[src/rtl/gsq_pkg.sv]
package gsq_pkg;

  // Sizes of the channel store
  localparam int CHANNELS  = 16;
  localparam int MAX_STEPS = 32;
  localparam int CH_W      = $clog2(CHANNELS);
  localparam int POS_W     = $clog2(MAX_STEPS);
  localparam int CNT_W     = CH_W + 1;
  localparam int VAL_W     = POS_W + 1;
  localparam int MASK_W    = 16;

  // Configuration port widths
  localparam int CFG_IDX_W  = 2;
  localparam int CFG_DATA_W = 6;

  typedef logic [CH_W-1:0]       chan_t;
  typedef logic [CNT_W-1:0]      cnt_t;
  typedef logic [POS_W-1:0]      pos_t;
  typedef logic [VAL_W-1:0]      val_t;
  typedef logic [MAX_STEPS-1:0]  pattern_t;
  typedef logic [MASK_W-1:0]     mask_t;
  typedef logic [CFG_IDX_W-1:0]  cfg_idx_t;
  typedef logic [CFG_DATA_W-1:0] cfg_data_t;

  // Register indexes on the configuration port
  localparam cfg_idx_t REG_CHANNEL_COUNT     = 2'd0;
  localparam cfg_idx_t REG_STEP_COUNT        = 2'd1;
  localparam cfg_idx_t REG_ROTATE_OFFSET     = 2'd2;
  localparam cfg_idx_t REG_RECORD_FROM_LEVEL = 2'd3;

  // Register reset values
  localparam cnt_t RST_CHANNEL_COUNT = cnt_t'(1);
  localparam val_t RST_STEP_COUNT    = val_t'(16);

  // Result of the shared compare and subtract unit
  typedef struct packed {
    logic ge;
    val_t diff;
  } sub_res_t;

endpackage

[src/rtl/gsq_tick_if.sv]
interface gsq_tick_if;
  import gsq_pkg::*;

  logic valid;
  logic ready;
  logic clock_edge;
  logic reset_edge;
  logic clear_press;
  logic record_toggle;
  logic record_level;
  logic manual_bit;

  modport source (
    output valid, clock_edge, reset_edge, clear_press, record_toggle, record_level,
    output manual_bit,
    input  ready
  );

  modport sink (
    input  valid, clock_edge, reset_edge, clear_press, record_toggle, record_level,
    input  manual_bit,
    output ready
  );
endinterface

[src/rtl/gsq_result_if.sv]
interface gsq_result_if;
  import gsq_pkg::*;

  logic  valid;
  logic  ready;
  mask_t trigger_mask;
  mask_t gate_mask;
  logic  record_on;
  pos_t  lead_step;

  modport source (
    output valid, trigger_mask, gate_mask, record_on, lead_step,
    input  ready
  );

  modport sink (
    input  valid, trigger_mask, gate_mask, record_on, lead_step,
    output ready
  );
endinterface

[src/rtl/gsq_modsub.sv]
module gsq_modsub (
  input  gsq_pkg::val_t     value,
  input  gsq_pkg::val_t     modulus,
  output gsq_pkg::sub_res_t res
);
  import gsq_pkg::*;

  // One reduction step: compare against the modulus and subtract it once.
  always_comb begin
    res.ge   = (value >= modulus);
    res.diff = value - modulus;
  end
endmodule

[src/rtl/polyphonic_gate_step_sequencer_core.sv]
// Gate step sequencer over up to sixteen channels. Each tick transfer is worked on alone:
// the block takes it in S_IDLE; when the tick carries a reset, S_START subtracts the step
// count from the rotate offset until it is below it; then each active channel passes
// through S_LOAD and S_REDUCE, which wraps its step position on a clock; then S_EMIT loads
// the result register. All modulo work goes through a single compare and subtract unit.
// A new tick is taken once the previous one has finished; a result that is still waiting
// in the output register does not block it, but that tick then holds in S_EMIT until the
// register is free. Configuration writes take effect from the next tick.
module polyphonic_gate_step_sequencer_core (
  input  logic                  clk,
  input  logic                  rst,
  input  logic                  write_en,
  input  gsq_pkg::cfg_idx_t     write_index,
  input  gsq_pkg::cfg_data_t    write_data,
  gsq_tick_if.sink              tick,
  gsq_result_if.source          result
);
  import gsq_pkg::*;

  typedef enum logic [2:0] {
    S_IDLE,
    S_START,
    S_LOAD,
    S_REDUCE,
    S_EMIT
  } state_t;

  state_t   state;

  // Configuration registers
  cnt_t     channel_count;
  val_t     step_count;
  pos_t     rotate_offset;
  logic     record_from_level;

  // Channel store
  pattern_t pattern [CHANNELS];
  pos_t     position [CHANNELS];
  logic     record_flag;

  // Working registers of the current tick
  logic     t_clk;
  logic     t_rst;
  logic     t_clr;
  logic     t_man;
  cnt_t     nch;
  val_t     nst;
  chan_t    ch;
  val_t     acc;
  pos_t     start_pos;
  mask_t    trig_acc;
  mask_t    gate_acc;

  // Output register
  logic     out_valid;
  mask_t    out_trig;
  mask_t    out_gate;
  logic     out_rec;
  pos_t     out_lead;

  cnt_t     nch_sat;
  val_t     nst_sat;
  sub_res_t sub;
  pattern_t pat_next;
  pos_t     base_pos;
  pos_t     new_pos;
  logic     new_bit;
  logic     last_ch;
  logic     out_free;

  // Saturate the register values to their working ranges.
  always_comb begin
    nch_sat = channel_count;
    if (channel_count == '0) begin
      nch_sat = cnt_t'(1);
    end else if (channel_count > cnt_t'(CHANNELS)) begin
      nch_sat = cnt_t'(CHANNELS);
    end
    nst_sat = step_count;
    if (step_count == '0) begin
      nst_sat = val_t'(1);
    end else if (step_count > val_t'(MAX_STEPS)) begin
      nst_sat = val_t'(MAX_STEPS);
    end
  end

  gsq_modsub u_modsub (
    .value   (acc),
    .modulus (nst),
    .res     (sub)
  );

  // Channel update once its position has been reduced.
  always_comb begin
    base_pos = t_rst ? start_pos : position[ch];
    new_pos  = acc[POS_W-1:0];
    pat_next = t_clr ? '0 : pattern[ch];
    if (t_clk && record_flag) begin
      pat_next[new_pos] = t_man;
    end
    new_bit  = pat_next[new_pos];
    last_ch  = (ch == chan_t'(nch - cnt_t'(1)));
    out_free = !out_valid || result.ready;
  end

  assign tick.ready = (state == S_IDLE);

  // Configuration writes
  always_ff @(posedge clk) begin
    if (rst) begin
      channel_count     <= RST_CHANNEL_COUNT;
      step_count        <= RST_STEP_COUNT;
      rotate_offset     <= '0;
      record_from_level <= 1'b0;
    end else if (write_en) begin
      unique case (write_index)
        REG_CHANNEL_COUNT:     channel_count     <= write_data[CNT_W-1:0];
        REG_STEP_COUNT:        step_count        <= write_data[VAL_W-1:0];
        REG_ROTATE_OFFSET:     rotate_offset     <= write_data[POS_W-1:0];
        REG_RECORD_FROM_LEVEL: record_from_level <= write_data[0];
        default: ;
      endcase
    end
  end

  // Sequencer, channel store and output register
  always_ff @(posedge clk) begin
    if (rst) begin
      state       <= S_IDLE;
      record_flag <= 1'b0;
      out_valid   <= 1'b0;
      for (int i = 0; i < CHANNELS; i++) begin
        pattern[i]  <= '0;
        position[i] <= '0;
      end
    end else begin
      // The output register fills when a tick finishes and empties on a transfer.
      if (state == S_EMIT && out_free) begin
        out_valid <= 1'b1;
      end else if (result.ready) begin
        out_valid <= 1'b0;
      end
      unique case (state)
        S_IDLE: begin
          if (tick.valid) begin
            t_clk    <= tick.clock_edge;
            t_rst    <= tick.reset_edge;
            t_clr    <= tick.clear_press;
            t_man    <= tick.manual_bit;
            nch      <= nch_sat;
            nst      <= nst_sat;
            ch       <= '0;
            trig_acc <= '0;
            gate_acc <= '0;
            acc      <= {1'b0, rotate_offset};
            if (record_from_level) begin
              record_flag <= tick.record_level;
            end else if (tick.record_toggle) begin
              record_flag <= !record_flag;
            end
            state <= tick.reset_edge ? S_START : S_LOAD;
          end
        end
        // Reduce the rotate offset modulo the step count.
        S_START: begin
          if (sub.ge) begin
            acc <= sub.diff;
          end else begin
            start_pos <= acc[POS_W-1:0];
            state     <= S_LOAD;
          end
        end
        S_LOAD: begin
          acc   <= t_clk ? ({1'b0, base_pos} + val_t'(1)) : {1'b0, base_pos};
          state <= S_REDUCE;
        end
        // Wrap the new position, then commit the channel.
        S_REDUCE: begin
          if (t_clk && sub.ge) begin
            acc <= sub.diff;
          end else begin
            position[ch] <= new_pos;
            pattern[ch]  <= pat_next;
            gate_acc[ch] <= new_bit;
            trig_acc[ch] <= t_clk && new_bit;
            ch           <= ch + chan_t'(1);
            state        <= last_ch ? S_EMIT : S_LOAD;
          end
        end
        S_EMIT: begin
          if (out_free) begin
            out_trig  <= trig_acc;
            out_gate  <= gate_acc;
            out_rec   <= record_flag;
            out_lead  <= position[0];
            state     <= S_IDLE;
          end
        end
        default: state <= S_IDLE;
      endcase
    end
  end

  assign result.valid        = out_valid;
  assign result.trigger_mask = out_trig;
  assign result.gate_mask    = out_gate;
  assign result.record_on    = out_rec;
  assign result.lead_step    = out_lead;
endmodule

[src/flat_wrapper.sv]
// flat-port wrapper written by rule: the top's interface ports become plain ports
module polyphonic_gate_step_sequencer_core_flat import gsq_pkg::*;
  (clk, rst, write_en, write_index, write_data, tick_valid, tick_clock_edge, tick_reset_edge, tick_clear_press, tick_record_toggle, tick_record_level, tick_manual_bit, tick_ready, result_valid, result_trigger_mask, result_gate_mask, result_record_on, result_lead_step, result_ready);
  gsq_tick_if tick_i ();
  gsq_result_if result_i ();
  input  logic clk;
  input  logic rst;
  input  logic write_en;
  input  gsq_pkg::cfg_idx_t write_index;
  input  gsq_pkg::cfg_data_t write_data;
  input wire logic [$bits(tick_i.valid)-1:0] tick_valid;
  input wire logic [$bits(tick_i.clock_edge)-1:0] tick_clock_edge;
  input wire logic [$bits(tick_i.reset_edge)-1:0] tick_reset_edge;
  input wire logic [$bits(tick_i.clear_press)-1:0] tick_clear_press;
  input wire logic [$bits(tick_i.record_toggle)-1:0] tick_record_toggle;
  input wire logic [$bits(tick_i.record_level)-1:0] tick_record_level;
  input wire logic [$bits(tick_i.manual_bit)-1:0] tick_manual_bit;
  output wire logic [$bits(tick_i.ready)-1:0] tick_ready;
  output wire logic [$bits(result_i.valid)-1:0] result_valid;
  output wire logic [$bits(result_i.trigger_mask)-1:0] result_trigger_mask;
  output wire logic [$bits(result_i.gate_mask)-1:0] result_gate_mask;
  output wire logic [$bits(result_i.record_on)-1:0] result_record_on;
  output wire logic [$bits(result_i.lead_step)-1:0] result_lead_step;
  input wire logic [$bits(result_i.ready)-1:0] result_ready;
  assign tick_i.valid = tick_valid;
  assign tick_i.clock_edge = tick_clock_edge;
  assign tick_i.reset_edge = tick_reset_edge;
  assign tick_i.clear_press = tick_clear_press;
  assign tick_i.record_toggle = tick_record_toggle;
  assign tick_i.record_level = tick_record_level;
  assign tick_i.manual_bit = tick_manual_bit;
  assign tick_ready = tick_i.ready;
  assign result_valid = result_i.valid;
  assign result_trigger_mask = result_i.trigger_mask;
  assign result_gate_mask = result_i.gate_mask;
  assign result_record_on = result_i.record_on;
  assign result_lead_step = result_i.lead_step;
  assign result_i.ready = result_ready;
  polyphonic_gate_step_sequencer_core u_core (.clk(clk), .rst(rst), .write_en(write_en), .write_index(write_index), .write_data(write_data), .tick(tick_i), .result(result_i));
endmodule
[config.mk]
export PLATFORM = sky130hd
export DESIGN_NAME = polyphonic_gate_step_sequencer_core_flat
export DESIGN_NICKNAME = d
export VERILOG_FILES = /design/src/rtl/gsq_pkg.sv /design/src/rtl/gsq_tick_if.sv /design/src/rtl/gsq_result_if.sv /design/src/rtl/gsq_modsub.sv /design/src/rtl/polyphonic_gate_step_sequencer_core.sv /design/src/flat_wrapper.sv
export SDC_FILE = /design/constraint.sdc
export NUM_CORES = 1
export LEC_CHECK = 0
export ABC_AREA = 1
export BUFFER_PORTS_ARGS = -buffer_cell sky130_fd_sc_hd__buf_4
export CAP_MARGIN = 15
export CORE_MARGIN = 10
export CORE_UTILIZATION = 45
export DETAILED_ROUTE_END_ITERATION = 10
export PLACE_DENSITY_LB_ADDON = 0.05
export SYNTH_ARGS = -nofsm -noshare
export SYNTH_HDL_FRONTEND = slang
export SYNTH_HIERARCHICAL = 1
export SYNTH_SLANG_ARGS = --single-unit
[constraint.sdc]
create_clock -name clk -period 6.1 [get_ports clk]
set_input_delay 1.22 -clock clk [delete_from_list [all_inputs] [get_ports clk]]
set_output_delay 1.22 -clock clk [all_outputs]
set_load 0.05 [all_outputs]
==> run_results.csv <==
group,metric,value,unit
logic_synthesis,synth-seq-cells,717,
floorplan,die_h,292,µm
clock_network,post-cts-setup-buffers,0,
logic_synthesis,yosysTopAreaCellShare,62.3,%
timing,fin_skew,15.5,ps
critical_path,crit_path_end,"u_core/pattern[11][26]",
drt,wl_per_cell,22.1,µm
logic_synthesis,synthSimpleGateAreaFrac,23.9,%
logic_synthesis,synth_top_family_by_area,"simple AND/OR/NAND/NOR gates",
critical_path,startpoint_type,"flop",
clock_network,clkSinkCount,717,
critical_path,slowest_delay,820,ps
clock_network,cts_tree,"built",
power_and_ir_drop,finalPower,16.0,mW
logic_synthesis,syn_inst,3548,
drt,vias,24800,
timing,period_needed,4640,ps
drt,drc,0,
final_layout,fin_cells,4513,
timing,slew_viol_final,0,
clock_network,root_buffer,"clkbuf_16",
drt,detail_route.first_pass.iterations,5,
power_and_ir_drop,powerDensity,433,nW/µm²
logic_synthesis,synthMuxAreaShare,0,%
power_and_ir_drop,clkPwrFrac,29.3,%
global_route,grt_util_all_layers,23.0,%
global_route,grt_pass1_wl,152000,µm
timing,worst_pin_slew,1200,ps
floorplan,ios,59,
logic_synthesis,ys_async_sr_fraction,0,%
placement,gp_congestion,0.915,
critical_path,reg2reg_from,"u_core/acc[0]",
flow_run,drv_cap,0,
logic_synthesis,synth_fp_nets,3581,
drt,vias_per_cell,5.50,
critical_path,worstPathArrival,4890,ps
logic_synthesis,syn-cell-area,33300,µm²
floorplan,core,73100,µm²
logic_synthesis,ys.flop_type,"edfxtp_1",
logic_synthesis,synth_area_leaders,"edfxtp_1 (62%), nor2_1 (9.5%), nand2_1 (9.2%), nand3_1 (4.6%), inv_1 (2.7%)",
final_layout,fin_nets,3522,
power_and_ir_drop,max-vdd-ir-drop,0.239,mV
global_route,grt_pass1_vias,24300,
logic_synthesis,yosys_warnings,6,
critical_path,worstSetupPathType,"flop to flop",
drt,ant_nets,0,
clock_network,cts_buffer_depth,3,
critical_path,required,6340,ps
clock_network,cts_buffers,80,
critical_path,timing.rr.end,"u_core/pattern[11][26]",
floorplan,dieArea,85200,µm²
final_layout,syn_to_final_growth,11.1,%
power_and_ir_drop,net-switching-power,6.40,mW
placement,io_buffers,58,
global_route,antenna_found_initial,1,
final_layout,layout_commonest_cell,"nor2_1",
logic_synthesis,synth_compound_area_share,5.46,%
logic_synthesis,yosys.area_share.adder,0.549,%
global_route,grt.overflow.total,0,
critical_path,end_kind,"flop",
final_layout,antenna_cells,0,
logic_synthesis,synthDistinctLibCells,40,
timing,fmax,215,MHz
power_and_ir_drop,p_int,9.61,mW
placement,place.detailed.hpwl,62000,µm
clock_network,htreeDepth,3,
floorplan,num_rows,99,
power_and_ir_drop,pwr-share-comb,33.0,%
timing,finalSetupViolations,0,
min_path,hold_class,"flop to flop",
timing,period_share,76.1,%
timing,fin_setup_tns,0,ps
critical_path,reg2regPathDepth,19,
placement,placed_cells,4364,
critical_path,cp_slowest_cell,"nand2_2",
clock_network,clk_pin_slew,60,ps
timing,rsz0062_at_grt,"no",
status,outcome,"completed",
clock_network,cts_resized,0,
clock_network,hold_buffers,0,
logic_synthesis,yosys.area.top_type,"edfxtp_1",
timing,max-slew-margin-rel,19.2,%
critical_path,crit_path_cell_trace,"inv_1 -> ha_1 -> fa_1 -> inv_2 -> a21oi_2 -> nand2_1 -> nand2_1 -> nand2_1 -> nand3_1 -> o21ai_0 -> nor2_1 -> inv_1 -> nor2_1 -> inv_1 -> nor2_2 -> buf_4 -> nand2_2 -> buf_4 -> nand2_2",
logic_synthesis,synth_area_per_cell,9.38,µm²
floorplan,die_w,292,µm
power_and_ir_drop,leakagePower,14.5,nW
drt,drtIter0Drc,2576,
final_layout,layout_common_cells,"nor2_1 (840), nand2_1 (781), edfxtp_1 (691)",
critical_path,crit_fanout,38,
logic_synthesis,synth-edff-count,691,
critical_path,r2r_setup_slack,1460,ps
power_and_ir_drop,p_seq_share,37.7,%
power_and_ir_drop,switching_share,40.0,%
drt,wl,99800,µm
clock_network,clock_latency,630,ps
logic_synthesis,synth_xor_area_share,0.184,%
final_layout,layout-drive-gt1-share,8.08,%
logic_synthesis,yosysSeqAreaShare,63.9,%
global_route,grt_max_degree,135,
timing,hold_violations,0,
critical_path,crit_path_start,"u_core/acc[0]",
floorplan,start_util,45.5,%
==> metal layers <==
metal | routed length [µm] | up-vias | part of all wire (%) | global-route usage (%)
met5 | 9 | - | 0.0090 | 0
met4 | 3200 | 2 | 3.2 | 8.17
met3 | 5940 | 161 | 6.0 | 2.91
met2 | 48100 | 897 | 48 | 38.6
met1 | 42600 | 12200 | 43 | 30.4
li1 | - | 11600 | - | -
==> cell usage after synthesis, types with 2 or more instances <==
cell type  number
nor2_4          2
inv_1         238
o211ai_1       29
nand2_1       813
o21ai_0       158
a21oi_1        75
o221ai_1       15
o22ai_1         6
o21ai_1        18
a31oi_1         2
clkbuf_1      117
o21a_1         12
clkinv_1        3
nor2_1        842
buf_1          31
nand3_1       304
dfxtp_1        26
edfxtp_1      691
ha_1           13
nand4_1         2
xor2_1          2
nor3_2          9
buf_2         102
inv_2           6
nor3_1         10
a22oi_1         3
xnor2_1         5
or2_2           2
==> power by group through the flow <==
stage                     registers, mW  clock network, mW  logic (mW)
final                              6.03               4.69        5.29
after global placement             6.13                  0        5.24
after floorplan                    5.93                  0        3.33
after global routing               6.06               4.98        5.72
after detailed placement           6.14                  0        5.25
after CTS                          6.04               4.79        5.27
==> state kept, by name (all words and copies together) (netlist names), 3 cells and up, named ones only <==
signal / cells
u_core/state: 3
u_core/start_pos: 5
u_core/trig_acc: 16
u_core/step_count: 6
u_core/ch: 4
u_core/gate_acc: 16
u_core/nch: 4
u_core/result.lead_step: 5
u_core/nst: 6
u_core/acc: 6
u_core/rotate_offset: 5
u_core/result.trigger_mask: 16
u_core/position: 80
u_core/pattern: 512
u_core/result.gate_mask: 16
u_core/channel_count: 5
==> worst min-delay path by stage <==
| stage | slack [ps] | depth (start not counted) | to | startpoint |
|---|---|---|---|---|
| 2_1_floorplan | 420 | 0 | u_core/result.trigger_mask[0] | u_core/trig_acc[0] |
| 3_3_place_gp | 430 | 0 | u_core/result.trigger_mask[0] | u_core/trig_acc[0] |
| 3_5_place_dp | 430 | 0 | u_core/result.trigger_mask[11] | u_core/trig_acc[11] |
| 4_1_cts | 450 | 0 | u_core/result.trigger_mask[11] | u_core/trig_acc[11] |
| 5_1_grt | 460 | 0 | u_core/result.trigger_mask[2] | u_core/trig_acc[2] |
| 6_report | 450 | 0 | u_core/result.trigger_mask[2] | u_core/trig_acc[2] |
==> kinds of logic after synthesis <==
logic type,count (synthesis)
xor+xnor,7
simple gates,1987
flops,717
fa+ha+maj,14
compound gates,324
buf+inv,499
==> layout make-up <==
cell class,count,area [µm²]
repair buffers,111,898
flip-flops and latches,717,21300
fillers,6751,36100
multi-input cells,2332,10100
well taps,959,1200
inverters,247,941
clock inverters,44,327
clock buffers,103,2200
==> critical path: cells and delay by family, from the launching register on <==
family,cells,cell delay [ps]
AOI/OAI and AO/OA,2,350
DFF,1,530
and+or+nand+nor,9,1990
adders and majority gates,2,430
buffers and inverters,6,900
==> metrics by stage <==
step	util, %	setup WS [ps]	hold WS, ps	area [µm²]
2_1_floorplan	-	1010	421	33300
3_3_place_gp	47.0	1460	432	34400
3_5_place_dp	47.0	1480	434	34400
4_1_cts	50.5	1470	451	36900
5_1_grt	50.6	1150	465	37000
6_report	50.6	1460	448	37000
(Power assumes the default switching activity.)
